### config.mk
export PLATFORM = sky130hd
export DESIGN_NAME = qrs_front
export DESIGN_NICKNAME = d
export VERILOG_FILES = /design/src/rtl/qrs_pkg.sv /design/src/rtl/qrs_front.sv
export SDC_FILE = /design/constraint.sdc
export NUM_CORES = 1
export LEC_CHECK = 0
export BUFFER_PORTS_ARGS = -buffer_cell sky130_fd_sc_hd__buf_4
export CAP_MARGIN = 15
export CORE_ASPECT_RATIO = 0.6
export CORE_MARGIN = 2
export CORE_UTILIZATION = 30
export CTS_CLUSTER_SIZE = 16
export DETAILED_ROUTE_END_ITERATION = 10
export PLACE_DENSITY = 0.51
export SLEW_MARGIN = 20
export SYNTH_ARGS = -nofsm -noshare
export SYNTH_HDL_FRONTEND = slang
export SYNTH_SLANG_ARGS = --single-unit
### constraint.sdc
create_clock -name clk -period 7.6 [get_ports clk]
set_input_delay 1.9 -clock clk [delete_from_list [all_inputs] [get_ports clk]]
set_output_delay 1.9 -clock clk [all_outputs]
set_load 0.1 [all_outputs]
### src/rtl/qrs_pkg.sv
// shared constants, result kind codes and queue status type for the quadratic root solver
`timescale 1ns / 1ps
package qrs_pkg;

	localparam int COEF_WIDTH = 16;
	localparam int FRAC_BITS  = 16;
	localparam int OUT_WIDTH  = 33;
	localparam int FIFO_DEPTH = 4;

	localparam logic [1:0] KIND_ERR    = 2'd0;
	localparam logic [1:0] KIND_DOUBLE = 2'd1;
	localparam logic [1:0] KIND_TWO    = 2'd2;
	localparam logic [1:0] KIND_CPLX   = 2'd3;

	typedef struct packed {
		logic full;
		logic empty;
	} fifo_stat_t;

endpackage

### src/rtl/qrs_front.sv
// front end: takes coefficient beats, forms the discriminant and classifies the roots
`timescale 1ns / 1ps
module qrs_front #(
	parameter int COEF_WIDTH = qrs_pkg::COEF_WIDTH,
	parameter int FRAC_BITS  = qrs_pkg::FRAC_BITS
) (
	input  logic                                      clk,
	input  logic                                      arst_n,
	input  logic                                      s_tvalid,
	output logic                                      s_tready,
	input  logic signed [COEF_WIDTH-1:0]              coef_a,
	input  logic signed [COEF_WIDTH-1:0]              coef_b,
	input  logic signed [COEF_WIDTH-1:0]              coef_c,
	input  qrs_pkg::fifo_stat_t                       stat,
	output logic                                      push,
	output logic [1:0]                                kind,
	output logic signed [2*COEF_WIDTH+1:0]            disc,
	output logic signed [COEF_WIDTH+FRAC_BITS:0]      nb,
	output logic signed [COEF_WIDTH:0]                den
);

	localparam int DW  = 2 * COEF_WIDTH + 2;
	localparam int NBW = COEF_WIDTH + FRAC_BITS + 1;

	logic                           en;
	logic                           v_s1, v_s2;
	logic signed [COEF_WIDTH-1:0]   a_s1, b_s1, c_s1;
	logic signed [COEF_WIDTH-1:0]   a_s2, b_s2;
	logic signed [2*COEF_WIDTH-1:0] bb_s2, ac_s2;

	assign en       = !v_s2 || !stat.full;
	assign s_tready = en;
	assign push     = v_s2 && !stat.full;

	always_ff @(posedge clk or negedge arst_n) begin
		if (!arst_n) begin
			v_s1 <= 1'b0;
			v_s2 <= 1'b0;
		end else if (en) begin
			v_s1 <= s_tvalid;
			v_s2 <= v_s1;
		end
	end

	always_ff @(posedge clk) begin
		if (en) begin
			a_s1  <= coef_a;
			b_s1  <= coef_b;
			c_s1  <= coef_c;
			a_s2  <= a_s1;
			b_s2  <= b_s1;
			bb_s2 <= b_s1 * b_s1;
			ac_s2 <= a_s1 * c_s1;
		end
	end

	always_comb begin
		disc = DW'(bb_s2) - (DW'(ac_s2) <<< 2);
		nb   = -(NBW'(b_s2) <<< FRAC_BITS);
		den  = $signed({a_s2, 1'b0});
		if (a_s2 == '0) begin
			kind = qrs_pkg::KIND_ERR;
		end else if (disc == '0) begin
			kind = qrs_pkg::KIND_DOUBLE;
		end else if (disc[DW-1]) begin
			kind = qrs_pkg::KIND_CPLX;
		end else begin
			kind = qrs_pkg::KIND_TWO;
		end
	end

endmodule

# Word level (Yosys, flattened, before mapping)
# Cells that the tools add are included.
# word_totals
memories	0
ramBits	0
regBits	146
latch_bits	0
output_inout_bits	88
word_cells	22
input_bits	53
romBits	0
# classes
n_reduce_logical	6
div_mod_pow	0
muxes	3
eq_ne	0
bitwise_logic	0
shift	0
addsub	2
magnitude_cmp	0
multipliers	2
# ops
cell	n
16-bit by 16-bit multiplier with 32-bit output	2
34-bit zero test	1
32-bit by 34-bit subtractor with 34-bit output	1
32-bit negation with 33-bit output	1
16-bit zero test	1
2-bit 2-to-1 mux	2
1-bit zero test	2
1-bit logical AND	1
1-bit logical OR	1
1-bit 2-to-1 mux	1

# Logic depth before layout (Yosys ltp)
# depth
ltp_word	4
depth_mapped	27

# Least setup slack after synthesis
# OpenSTA, ideal clock, no wires.
# synth_timing
path_kind	input to output
start	input stat[1] in the netlist's numbering
end	output s_tready
arrival_time_ps	5531
path_stages	1
path_slack_ps	169
cell_sequence	nand2_1
# synth_between
elab_chain_cells	2
# synth_rtl
element	line	text
start, declared	qrs_front.sv:14	input qrs_pkg::fifo_stat_t stat,
1-bit zero test	qrs_front.sv:31	assign en = !v_s2 || !stat.full;
1-bit logical OR	qrs_front.sv:31	
end, declared	qrs_front.sv:10	output logic s_tready,
# Every way passes these cells.

# Worst setup path after layout
# layout_timing
start	register a_s1[10]
end	register ac_s2[25], data pin
# layout_between
elab_chain_cells	1
# layout_rtl
element	line	text
start, declared	qrs_front.sv:27	logic signed [COEF_WIDTH-1:0] a_s1, b_s1, c_s1;
start signal, assigned	qrs_front.sv:47	a_s1 <= coef_a;
16-bit by 16-bit multiplier with 32-bit output	qrs_front.sv:53	ac_s2 <= a_s1 * c_s1;
end signal, assigned	qrs_front.sv:53	
end, declared	qrs_front.sv:29	logic signed [2*COEF_WIDTH-1:0] bb_s2, ac_s2;
# Every way passes these cells.
# A chain may end at the register's enable or synchronous reset.

==> flow_summary.yaml <==
outcome:
  status: "finished, final reports clean"
global_routing:
  grt_max_degree: 69
  grt_antenna_before_repair: 1
  grt_pass1_wl_um: 100000
  grt-ovfl-total: 0
  grt_pass1_vias: 17600
  gr-usage-all-layers: 0.148
die:
  initial_utilization: 0.304
  coreArea_um2: 83800
  io_pins: 141
  die_area_um2: 87400
  row_count: 82
  die_width_um: 380
  die_h_um: 230
sta:
  clock-skew-final_ns: 0.0192
  setup_viol: 0
  final.setup.tns_ns: 0
  min_period_over_period: 0.929
  final-max-slew-violation-count: 0
  fin_crit_ns: 7.06
  worstMarginPinSlew_ns: 0.915
  max_freq_mhz: 142
  rsz0062_at_grt: "false"
  hold_violations: 0
  relSlewSlack: 0.390
clock_tree:
  clock_latency_ns: 0.51
  htree_levels: 4
  cts_resized: 0
  hold_buffers: 0
  clk_pin_slew_ns: 0.07
  post-cts-setup-buffers: 0
  root_buffer: "clkbuf_16"
  cts_made_buffers: 17
  cts_max_path_buffers: 2
  cts_sinks: 144
  cts_tree: "built"
hold_path:
  min_path_type: "reg -> reg"
  holdPathEnd: "v_s2$_DFFE_PN0P_"
  worstHoldPathCells: 1
  worstHoldStart: "v_s1$_DFFE_PN0P_"
worst_setup_path:
  r2r-start: "a_s1[10]$_DFFE_PP_"
  crit_required_ns: 7.86
  slowest_stage: "edfxtp_1"
  r2r-end: "ac_s2[25]$_DFFE_PP_"
  cp_max_fo: 17
  rrSetupSlack_ns: 0.54
  path_buf_inv: 3
  crit_type: "reg -> reg"
  crit_path_frequent_cell: "fa_1"
  path_cells: "nand2_1 -> fa_1 -> fa_1 -> fa_1 -> inv_1 -> fa_1 -> fa_1 -> inv_1 -> fa_1 -> inv_1 -> ha_1 -> a21o_1 -> a221oi_1 -> nor2b_1 -> a311o_1 -> a21o_1 -> a21oi_1 -> o21ai_1 -> a31o_1 -> a21oi_1 -> xnor2_1"
  slowest_delay_ns: 0.92
  reg2reg_depth: 21
  cp_top_family: "adder cells"
  arrival_ns: 7.32
  cp-start-kind: "flop"
  critPathCaptureType: "flop"
synthesis:
  ys_types: 74
  yosysWarningCount: 0
  synth_top_area_cell: "fa_1"
  synth_flop_cell: "edfxtp_1"
  netlist_top_cells_area: "fa_1 39%, edfxtp_1 17%, ha_1 9.9%"
  avgSynthCellArea_um2: 9.90
  ys_ff_latch: 144
  synth_common_cells: "653 x inv_1, 499 x fa_1, 238 x nand2_1"
  synthCells: 2574
  synthArstFlopShare: 0.0139
  synth_top_area_share: 0.392
  yosysMostFrequentCell: "inv_1"
  synth_edf_count: 142
  synth.yosys.seq_area_share: 0.169
  syn_area_um2: 25500
finish:
  fill_cells: 8606
  num_antenna_cells: 0
  drive_gt1_frac: 0.0825
  utilization: 0.339
  area.growth.synth_to_final_pct: 11.5
  nets: 3444
placed_design:
  numPortBuffers: 121
  gp_congestion: 0.838
  hpwl_um: 52400
detailed_routing:
  wl_per_cell_um: 15.9
  via_per_inst: 4.44
  first_pass_iters: 5
  remaining_drc_errors: 0
  wl_um: 61000
  first_iter_violations: 1133
  vias: 17000
  ant_nets: 0
job:
  maxCapViolations: 0
[worst max path at each step]
stage,start,end,slack [ns],cells after the start
6_report,a_s1[10]$_DFFE_PP_,ac_s2[25]$_DFFE_PP_,0.54,21
5_1_grt,a_s1[9]$_DFFE_PP_,ac_s2[25]$_DFFE_PP_,0.16,21
4_1_cts,a_s1[10]$_DFFE_PP_,ac_s2[25]$_DFFE_PP_,0.52,21
3_5_place_dp,a_s1[10]$_DFFE_PP_,ac_s2[25]$_DFFE_PP_,0.58,22
3_3_place_gp,a_s1[8]$_DFFE_PP_,ac_s2[25]$_DFFE_PP_,0.63,21
2_1_floorplan,stat[1],s_tready,0.17,1
[state kept, by name, indices dropped and copies added (netlist names)]
name	cells
ac_s2	32
bb_s2	30
a_s1	16
a_s2	16
b_s1	16
b_s2	16
c_s1	16
v_s1	1
v_s2	1
[cell families after synthesis]
kind of cell    synth area share
compound gates            0.0656
xor+xnor                  0.0385
fa+ha+maj                  0.491
buf+inv                    0.113
flops                      0.169
mux                      0.00241
other cells             0.000147
simple gates               0.121
[worst register-to-register path, cell delays in order, from the launching register on]
cell and delay [ns]:
edfxtp_1 0.92, nand2_1 0.19, fa_1 0.55, fa_1 0.52, fa_1 0.51, inv_1 0.05, fa_1 0.49, fa_1 0.49
inv_1 0.05, fa_1 0.48, inv_1 0.04, ha_1 0.34, a21o_1 0.20, a221oi_1 0.33, nor2b_1 0.08, a311o_1 0.37
a21o_1 0.25, a21oi_1 0.32, o21ai_1 0.14, a31o_1 0.24, a21oi_1 0.17, xnor2_1 0.08
[metrics by stage]
| stage | hold slack (ns) | std cells | instance area (µm²) | setup slack [ns] |
|---|---|---|---|---|
| floorplan | 0.424 | 2591 | 25600 | 0.169 |
| global route | 0.503 | 3838 | 28400 | 0.161 |
| finish | 0.467 | 3838 | 28400 | 0.540 |
| global placement | 0.448 | 3806 | 27800 | 0.628 |
| detailed placement | 0.463 | 3806 | 27800 | 0.580 |
| CTS | 0.472 | 3838 | 28400 | 0.523 |
[cell usage in the layout, fill, tap and decap left out, drive strengths merged, types with 14 or more instances in the layout]
cell type / Yosys / layout
nand2: 238 / 238
buf: 24 / 170
ha: 201 / 201
clkbuf: 65 / 17
fa: 499 / 499
and2: 174 / 174
a21oi: 76 / 76
o21a: 14 / 14
edfxtp: 142 / 142
xnor2: 89 / 89
o21ai: 37 / 37
conb: 1 / 18
nor3: 21 / 21
a21o: 38 / 38
nand2b: 17 / 17
nand3: 19 / 19
xor2: 23 / 23
inv: 653 / 663
nor2: 89 / 89
[cell type report]
cell class,count,area [µm²],area share
tap,1134,1420,0.0499
clock inverter,15,161,0.00568
clock buffer,17,425,0.0150
timing repair buffer,170,1280,0.0449
inverter,653,2450,0.0862
multi-input combinational,1705,18400,0.647
sequential,144,4310,0.152
[layer usage]
layer	share of wire	track usage	up-vias
met5	0	0	-
met4	0.012	0.0308	0
met3	0.044	0.0238	34
met2	0.39	0.196	288
met1	0.56	0.245	8627
li1	-	-	8080
Power is not shown: default switching activity piles up to over one toggle a cycle in this logic, so the estimate is an artifact.
