<file path="config.mk">
export PLATFORM = sky130hd
export DESIGN_NAME = qrs_fifo
export DESIGN_NICKNAME = d
export VERILOG_FILES = /design/src/rtl/qrs_pkg.sv /design/src/rtl/qrs_fifo.sv
export SDC_FILE = /design/constraint.sdc
export NUM_CORES = 1
export LEC_CHECK = 0
export BUFFER_PORTS_ARGS = -buffer_cell sky130_fd_sc_hd__buf_2
export CAP_MARGIN = 30
export CORE_MARGIN = 2
export CORE_UTILIZATION = 43
export DETAILED_ROUTE_END_ITERATION = 16
export HOLD_SLACK_MARGIN = 0.15
export PLACE_DENSITY = 0.71
export RECOVER_POWER = 50
export SYNTH_ARGS = -nofsm -noshare
export SYNTH_HDL_FRONTEND = slang
export SYNTH_SLANG_ARGS = --single-unit
</file>
<file path="constraint.sdc">
create_clock -name clk -period 3 [get_ports clk]
set_clock_uncertainty 0.15 [all_clocks]
set_input_delay 0.6 -clock clk [delete_from_list [all_inputs] [get_ports clk]]
set_output_delay 0.6 -clock clk [all_outputs]
set_load 0.02 [all_outputs]
</file>
<file path="src/rtl/qrs_pkg.sv">
// shared constants, result kind codes and queue status type for the quadratic root solver
`timescale 1ns / 1ps
package qrs_pkg;

	localparam int COEF_WIDTH = 16;
	localparam int FRAC_BITS  = 16;
	localparam int OUT_WIDTH  = 33;
	localparam int FIFO_DEPTH = 4;

	localparam logic [1:0] KIND_ERR    = 2'd0;
	localparam logic [1:0] KIND_DOUBLE = 2'd1;
	localparam logic [1:0] KIND_TWO    = 2'd2;
	localparam logic [1:0] KIND_CPLX   = 2'd3;

	typedef struct packed {
		logic full;
		logic empty;
	} fifo_stat_t;

endpackage

</file>
<file path="src/rtl/qrs_fifo.sv">
// short register queue between the front end and the back end
`timescale 1ns / 1ps
module qrs_fifo #(
	parameter int WIDTH = 8,
	parameter int DEPTH = qrs_pkg::FIFO_DEPTH
) (
	input  logic                clk,
	input  logic                arst_n,
	input  logic                push,
	input  logic [WIDTH-1:0]    wdata,
	input  logic                pop,
	output logic [WIDTH-1:0]    rdata,
	output qrs_pkg::fifo_stat_t stat
);

	localparam int AW = (DEPTH > 1) ? $clog2(DEPTH) : 1;

	logic [WIDTH-1:0] mem_q [DEPTH];
	logic [AW-1:0]    wr_q, rd_q;
	logic [AW:0]      count_q;

	assign stat.full  = (count_q == (AW+1)'(DEPTH));
	assign stat.empty = (count_q == '0);
	assign rdata      = mem_q[rd_q];

	always_ff @(posedge clk or negedge arst_n) begin
		if (!arst_n) begin
			wr_q    <= '0;
			rd_q    <= '0;
			count_q <= '0;
		end else begin
			if (push) begin
				wr_q <= (wr_q == AW'(DEPTH - 1)) ? '0 : wr_q + 1'b1;
			end
			if (pop) begin
				rd_q <= (rd_q == AW'(DEPTH - 1)) ? '0 : rd_q + 1'b1;
			end
			if (push && !pop) begin
				count_q <= count_q + 1'b1;
			end else if (pop && !push) begin
				count_q <= count_q - 1'b1;
			end
		end
	end

	always_ff @(posedge clk) begin
		if (push) begin
			mem_q[wr_q] <= wdata;
		end
	end

	a_no_overflow: assert property (@(posedge clk) disable iff (!arst_n)
		stat.full && !pop |-> !push) else $error("queue written while full");
	a_no_underflow: assert property (@(posedge clk) disable iff (!arst_n)
		stat.empty |-> !pop) else $error("queue read while empty");
	a_count_up: assert property (@(posedge clk) disable iff (!arst_n)
		push && !pop |=> count_q == $past(count_q) + 1'b1) else $error("count lost a beat");

endmodule

</file>
======== Word-level counts from Yosys, hierarchy flattened ========
Memory sizes are Yosys's and may differ from the RTL's.
Index checks and enable logic that the tools add are counted.
storage, ports and cells
  bits in writable memories ............... 32
  output and inout port bits .............. 10
  register bits ........................... 7
  word-level logic and storage cells ...... 23
  memory bits (read-only) ................. 0
  memories ................................ 1
  bits in latches ......................... 0
memories
  name   depth  bits a word  read ports  clocked after Yosys merged registers in  wr ports  RTL line        RTL
  mem_q  4      8            1           0                                        1         qrs_fifo.sv:18  logic [WIDTH-1:0] mem_q [DEPTH];
operators by class
  bitwise gates (word level) .............. 0
  multipliers ............................. 0
  divide/modulo/power cells ............... 0
  order comparisons ....................... 0
  shift operators ......................... 0
  eq/ne operators ......................... 3
  $add $sub $neg .......................... 4
  reduce and logical (&&, ||, !) cells .... 6
  multiplexer cells ....................... 6
operators with widths
  cell                 number
  $mux 3               2
  $add 2x1->2 const B  2
  $eq 2x2->1 const B   2
  $mux 2               2
  $add 3x1->3 const B  1
  $eq 3x3->1 const B   1
  $logic_not 3->1      1
  $sub 3x1->3 const B  1
  $logic_and 1x1->1    2
  $logic_not 1->1      2
  $mux 1               2
  $reduce_bool 2->1    1

======== Logic depth before layout (Yosys ltp) ========
Gate-level depths: netlist of run 1.
  depth after elaboration ................. 4
  depth in mapped cells ................... 7
  gate-level depth less buffers ........... 7

======== Least setup slack after synthesis of run 1 ========
OpenSTA, ideal clock, no wires.
  path type ............................... input -> register
  start ................................... input pop
  end ..................................... register count_q[2]
  path slack .............................. 1142 ps
  required time ........................... 2771 ps
  library setup time ...................... 79 ps
  arrival ................................. 1629 ps
  buffers on the path ..................... 0
  cell stages on the path ................. 7
  path through ............................ inv_1 -> ha_1 -> inv_1 -> fa_1 -> xor2_1 -> nor2_1 -> xor2_1
on the way
  word-level cells in the longest chain between the ends .. 3
  elaborated cells on any way between the ends .. 5
ends and longest elaborated chain
  what                                                RTL line        RTL
  from (decl)                                         qrs_fifo.sv:11  input logic pop,
  $logic_not 1->1                                     qrs_fifo.sv:38  if (push && !pop) begin
  $logic_and 1x1->1                                   qrs_fifo.sv:38
  $mux 3 / $reduce_bool 2->1 (equally long branches)  n/a
  to (signal assigned)                                qrs_fifo.sv:39  count_q <= count_q + 1'b1;
  to (signal assigned)                                qrs_fifo.sv:41  count_q <= count_q - 1'b1;
  to (decl)                                           qrs_fifo.sv:20  logic [AW:0] count_q;
Several ways; a longest one is shown, not always the timed one.
A chain may end at the register's enable or synchronous reset.

======== Worst setup path after layout of run 1 ========
  start ................................... register rd_q[0]
  end ..................................... output rdata[7]
on the way
  word-level cells in the longest chain between the ends .. 1
ends and longest elaborated chain
  what                    RTL line        RTL
  from (decl)             qrs_fifo.sv:19  logic [AW-1:0] wr_q, rd_q;
  from (signal assigned)  qrs_fifo.sv:36  rd_q <= (rd_q == AW'(DEPTH - 1)) ? '0 : rd_q + 1'b1;
  $mem_v2 4x8             n/a
  to (decl)               qrs_fifo.sv:12  output logic [WIDTH-1:0] rdata,
No other way between the ends.

==> metrics, run 1 <==
H-tree levels=2; Sequential Power Share=between 40 and 50%; register clock-pin slew on the reported worst setup and hold paths=0.12 ns; hold depth=1; Pre-antenna DRT Iters=4; die area=around 0.0041 mm^2; area of the multi-input gates=between 400 and 500 um^2; fmax=385.0 MHz; Hold Vio Cnt, Final=0; largest area contributor in the netlist=edfxtp_1; Net Sw Power=around 0.00052 W; post-route setup slack=approximately 0.4 ns; Syn Nets=98; Slew Limit Fails=0; Post-Route Setup TNS=0 ns; FF+latch count, synth=39; most frequent cells in the layout=32 x edfxtp_1, 11 x buf_2, 10 x clkbuf_1, 8 x mux4_2, 7 x dfrtp_1; clk root buf=clkbuf_4; Distinct cells, synth=18; cts hold-fix bufs=1; post-synthesis sequential area ratio=between 70% and 80%; fill count=approximately 290; Pint=0.001196 W; IO Count=22; Gate power share=about 27%; Crit. End Element=primary output; vias per inst=4.987; pin count of the biggest net entering global routing=14; Detail Placement HPWL=~1.6 mm; post-synthesis simple-gate area fraction=between 3 and 4%; r2r setup slk=1.36 ns; largest family of logic cells by synthesized area=multiplexers; clock network latency to the later pin of the worst-skew pair=0.34 ns; DRT Wirelength=around 2.3 mm; FF-to-FF Start=wr_q[0]; first-pass GRT wire length=around 3.9 mm; Clock Power Share=between 20 and 30%; total core area=between 0.003 and 0.004 mm^2; Post-CTS Resized=0; most common cell after layout, fill and taps aside=edfxtp_1; Pleak=~0.66 nW; status=finished clean; CTS tree=done; Final Wtd Congestion=0.6702; pre-CTS WS=0.7517 ns; final net count=between 100 and 150; area share of the largest cell type after synthesis=between 60% and 70%; final setup vio count=0; XOR/XNOR Fraction of Synth Area=under 10%; CTS Buffer Depth=2; routed vias=between 700 and 800; TritonCTS Buffers=5; post-layout instance area=~0.0018 mm^2; worst setup path category=reg2out; HP Start=count_q[2]; initial antenna violation count=0; DRC=0; Switching Share=a little under a third; power per cell area=around 950 mW/mm^2; post-CTS setup repair buffer count=0; num rows=21; worst r2r path cells=2; IO Port Bufs=21; Area Growth Syn to Fin=15.88%; Routed Antenna Nets=0; vias in the first global route=802; CP required=roughly 2.3 ns; Post-DP Area=approximately 0.0017 mm^2; average cell area after synthesis=19.84 um^2; GRT Util Overall=13.23%; Initial Utilization=between 40% and 50%; Adder-Cell Fraction of Synth Area=between 6 and 7%; ranking of synthesized cells by area=edfxtp_1 61%, mux4_2 11%, dfrtp_1 11%; Slew @ Worst Pin=roughly 0.65 ns; total congestion overflow=0; CTS Sinks=39; Hold Path Class=reg2reg; Arr. time, crit path=between 1.5 and 2 ns; register area=0.001136 mm^2; Hold Path Sink=count_q[2]; Die Y=64.38 um; violation count after the first detailed-route iteration=34; Max FO, Critical Path=11; post-synthesis mux area share=12.93%; Die X=64.38 um; Tmin final=roughly 2.6 ns; capture point of the worst reg-to-reg path=mem_q[3][3]; RSZ-0062 raised after global routing=no; antenna diode count=0; Ys Warns=0; wire per inst=between 10 and 15 um; post-synthesis cell area=between 0.0015 and 0.002 mm^2; Synth Instances=79; Max-Cap Viols=0; Peak VDD IR=0.3639 mV; share of layout cells above drive strength 1=28.04%; startpoint types=flip-flop; post-synthesis compound-gate area fraction=between 1 and 1.5%; Max-slew headroom=56.51%; period utilization=86.59%
-- synthesized netlist by cell type --
| cell type | instances |
|---|---|
| edfxtp_1 | 32 |
| mux4_2 | 8 |
| dfrtp_1 | 7 |
| ha_1 | 6 |
| and2_1 | 4 |
| inv_1 | 4 |
| mux2_2 | 2 |
| nand2_1 | 2 |
| nor2_1 | 2 |
| nor3_1 | 2 |
| o21ai_0 | 2 |
| xor2_1 | 2 |
| a21o_2 | 1 |
| buf_2 | 1 |
| buf_6 | 1 |
| fa_1 | 1 |
| nor3b_1 | 1 |
| xnor2_1 | 1 |
-- worst max-delay path: stages (launching register included) --
cell	delay, ns
dfrtp_1	0.75
mux4_2	0.59
buf_2	0.17
-- sequential cells by signal, indices dropped and copies added (netlist names) --
name     count
mem_q       32
count_q      3
wr_q         2
rd_q         2
-- cell type report --
class	count	share of cell area, %
Tap cell	46	3.168
Timing Repair Buffer	22	5.647
Clock buffer	5	2.066
Inverter	4	0.8264
Sequential cell	39	62.53
Clock inverter	3	3.719
Multi-Input combinational cell	34	22.04
-- layer usage --
layer | vias up | wire length (um) | GRT usage [%]
met3 | 5 | 153 | 4.049
met4 | 0 | 42 | 7.979
li1 | 357 | - | -
met2 | 18 | 1129 | 20.05
met5 | - | 0 | 0
met1 | 383 | 957 | 16.69
-- per-stage QoR --
| step | util (%) | power (W) | hold WS, ns | std cells |
|---|---|---|---|---|
| after CTS | 53.55 | 0.001743 | 0.2990 | 153 |
| final | 53.19 | 0.001719 | 0.3639 | 153 |
| after global placement | 50.18 | 0.001292 | 0.2885 | 144 |
| after detailed placement | 50.18 | 0.001314 | 0.2971 | 144 |
| after global routing | 53.19 | 0.001831 | 0.3501 | 153 |
| after floorplan | - | 0.001179 | 0.1544 | 79 |
-- power groups by stage --
stage / clock [W] / sequential, W / combinational (W)
4_1_cts: 0.000438 / 0.000823 / 0.000483
5_1_grt: 0.000464 / 0.000839 / 0.000528
3_3_place_gp: 0 / 0.000825 / 0.000467
3_5_place_dp: 0 / 0.000835 / 0.000479
6_report: 0.000430 / 0.000818 / 0.000470
2_1_floorplan: 0 / 0.000766 / 0.000412
-- worst max path at each step --
| stage | start | end | slack (ns) | depth (start not counted) |
|---|---|---|---|---|
| after floorplan | pop | count_q[2] | 1.14 | 7 |
| after global placement | rd_q[0] | rdata[7] | 0.77 | 2 |
| after detailed placement | rd_q[0] | rdata[7] | 0.75 | 2 |
| after CTS | rd_q[0] | rdata[7] | 0.36 | 2 |
| after global routing | rd_q[0] | rdata[2] | 0.28 | 2 |
| final | rd_q[0] | rdata[7] | 0.40 | 2 |
-- cells by family after synthesis --
family          after synthesis
flops                        39
xor+xnor                      3
mux                          10
simple gates                 11
compound gates                3
fa+ha+maj                     7
buf+inv                       6
(Power assumes the default switching activity.)
==> inputs of run 2 (changes only) <==
--- a/config.mk
+++ b/config.mk
@@ -5,13 +5,15 @@
 export SDC_FILE = /design/constraint.sdc
 export NUM_CORES = 1
 export LEC_CHECK = 0
+export ABC_AREA = 1
+export ABC_CLOCK_PERIOD_IN_PS = 3000
 export BUFFER_PORTS_ARGS = -buffer_cell sky130_fd_sc_hd__buf_2
 export CAP_MARGIN = 30
 export CORE_MARGIN = 2
 export CORE_UTILIZATION = 43
 export DETAILED_ROUTE_END_ITERATION = 16
 export HOLD_SLACK_MARGIN = 0.15
-export PLACE_DENSITY = 0.71
+export PLACE_DENSITY = 0.7
 export RECOVER_POWER = 50
 export SYNTH_ARGS = -nofsm -noshare
 export SYNTH_HDL_FRONTEND = slang
==> metrics, run 2 <==
post-layout instance area=around 0.0019 mm^2; max reg flops=32; Post-synth top cells=40 x nand2_1, 32 x edfxtp_1, 27 x inv_1; CP peak stage delay=0.41 ns; Sequential Power Share=between 40 and 50%; RSZ-0062 raised after global routing=no; GRT Util Overall=~15%; CP delay by family, top=buffers and inverters; post-route setup slack=0.7327 ns; vias per inst=4.913; Post-Route Setup TNS=0 ns; wire per inst=around 13 um; Final Wtd Congestion=slightly below 0.7; total congestion overflow=0; period utilization=approximately three quarters; largest family of logic cells by synthesized area=simple AND/OR/NAND/NOR gates; share of layout cells above drive strength 1=10.53%; Tmin final=around 2.3 ns; post-synthesis sequential area ratio=66.52%; Net Sw Power=between 0.0006 and 0.0007 W; Area Growth Syn to Fin=11.65%; Arr. time, crit path=between 1.5 and 2 ns; average cell area after synthesis=11.78 um^2; Slew Limit Fails=0; Regs by FF count=mem_q: 32 flops, count_q: 3 flops; final net count=roughly 190; DRT Wirelength=around 2.8 mm; initial antenna violation count=0; Syn Nets=around 160; Post-CTS Resized=0; XOR/XNOR Fraction of Synth Area=less than 1%; crit-path cells=inv_2 > nand2_1 > o211ai_1 > nand2_1 > buf_2; Max FO, Critical Path=33; final setup vio count=0; H-tree levels=2; CP required=between 2 and 2.5 ns; Hold Path Class=reg2reg; largest area contributor in the netlist=edfxtp_1; pre-CTS WS=~1.0 ns; clk root buf=clkbuf_8; WP buf/inv=2; Met3 Wirelength=129 um; post-synthesis cell area=approximately 0.0017 mm^2; DRC=0; IO Port Bufs=21; Pre-antenna DRT Iters=4; register clock-pin slew on the reported worst setup and hold paths=around 0.070 ns; Hold Vio Cnt, Final=0; post-synthesis mux area share=0%; violation count after the first detailed-route iteration=47; CP max-delay cell=dfrtp_1; routed wl met2=1.403 mm; ranking of synthesized cells by area=edfxtp_1 56%, dfrtp_1 10%, nand2_1 8.8%; fin util=~50%; Max-Cap Viols=0; first-pass GRT wire length=4.629 mm; TritonCTS Buffers=5; startpoint types=flip-flop; count leader, synth=nand2_1; Max-slew headroom=around 68%; register area=0.001136 mm^2; CTS Buffer Depth=2; Ys Warns=0; pin count of the biggest net entering global routing=34; vias in the first global route=about 1,000; Post-synth EDFFs=32; Die X=roughly 67 um; power per cell area=slightly below 900 mW/mm^2; most common cell after layout, fill and taps aside=nand2_1; Gate power share=between 30% and 40%; CP most frequent cell=nand2_1; CTS tree=done; M1 wire length=around 1.2 mm; Slew @ Worst Pin=0.4793 ns; routed vias=about 1,100; Post-synth ARST share=approximately 18%; num rows=22; total core area=roughly 0.0037 mm^2; post-synthesis compound-gate area fraction=8.205%; Post-DP Area=between 0.0015 and 0.002 mm^2; post-synthesis simple-gate area fraction=10.26%; Routed Antenna Nets=0; most common flop cell mapped by yosys=edfxtp_1; Die Y=about 67 um; Detail Placement HPWL=1.933 mm; CTS Sinks=39; worst setup path category=reg2out; Peak VDD IR=0.4015 mV; clock network latency to the later pin of the worst-skew pair=~0.28 ns; Initial Utilization=roughly 46%; largest register by flop count=mem_q; Adder-Cell Fraction of Synth Area=around 5.6%; most frequent cells in the layout=40 x nand2_1, 32 x edfxtp_1, 27 x inv_1, 16 x o211ai_1; Switching Share=between 30% and 40%; Clock Power Share=between 10% and 20%; area of the multi-input gates=419.2 um^2; Synth Instances=about 150; die area=about 0.0045 mm^2; area share of the largest cell type after synthesis=56.26%; Pint=roughly 0.0011 W; Distinct cells, synth=18; fill count=~350; IO Count=22; Crit. End Element=primary output; status=finished clean; FF+latch count, synth=39; antenna diode count=0; fmax=roughly 440 MHz; max layer used=met4; Pleak=roughly 0.84 nW
-- run 2: cell families (layout without fill, tap and decap cells) --
logic type / after synthesis / count (layout)
AND/OR/NAND/NOR: 45 / 45
AO/OA/AOI/OAI: 20 / 20
flip-flops: 39 / 39
adder cells (fa/ha/maj): 7 / 7
XOR/XNOR: 1 / 1
buffers and inverters: 33 / 59
-- run 2: worst min-delay path: stages, from the launching register on --
cell and delay (ns):
dfrtp_1 0.38, nand2_1 0.06, nand2_1 0.05
-- run 2: final timing paths --
check                           depth (start not counted)  slack [ns]       start           to
worst max-delay path                                    5        0.73     rd_q[0]     rdata[4]
worst min-delay path                                    2        0.37  count_q[2]   count_q[2]
worst max register to register                          4        1.46     wr_q[0]  mem_q[0][4]
worst min register to register                          2        0.37  count_q[2]   count_q[2]
max in group asynchronous                               2        1.83      arst_n      rd_q[1]
min in group asynchronous                               2        0.60      arst_n      wr_q[0]
-- run 2: power groups by stage --
stage          sequential (W)  clock (W)  combinational, W
6_report             0.000790   0.000320          0.000585
5_1_grt              0.000803   0.000354          0.000672
4_1_cts              0.000791   0.000328          0.000596
3_5_place_dp         0.000801          0          0.000593
3_3_place_gp         0.000794          0          0.000566
2_1_floorplan        0.000767          0          0.000481
-- run 2: cell type report --
class / count / area share [%]
multi-input combinational: 73 / 21.98
clock inverter: 2 / 0.3937
sequential: 39 / 59.58
inverter: 29 / 5.709
clock buffer: 6 / 3.806
timing repair buffer: 22 / 5.381
tap: 48 / 3.150
-- run 2: metal layers --
metal / up-vias / track usage, %
li1: 531 / -
met1: 514 / 17.18
met2: 24 / 24.13
met3: 7 / 4.054
met4: 0 / 7.653
met5: - / 0
-- run 2: per-stage QoR --
stage,total power [W],hold slack [ns],cells
after floorplan,0.001247,0.1544,145
after global placement,0.001360,0.2908,210
after detailed placement,0.001394,0.2988,210
after CTS,0.001715,0.3707,219
after global routing,0.001829,0.3982,219
final,0.001695,0.3674,219
-- run 2: timing repair --
action | CTS | global route
setup buffers | 0 | 0
hold buffers | 1 | 0
endpoints found under the hold margin | 7 | 0
setup endpoints to repair | 0 | 0
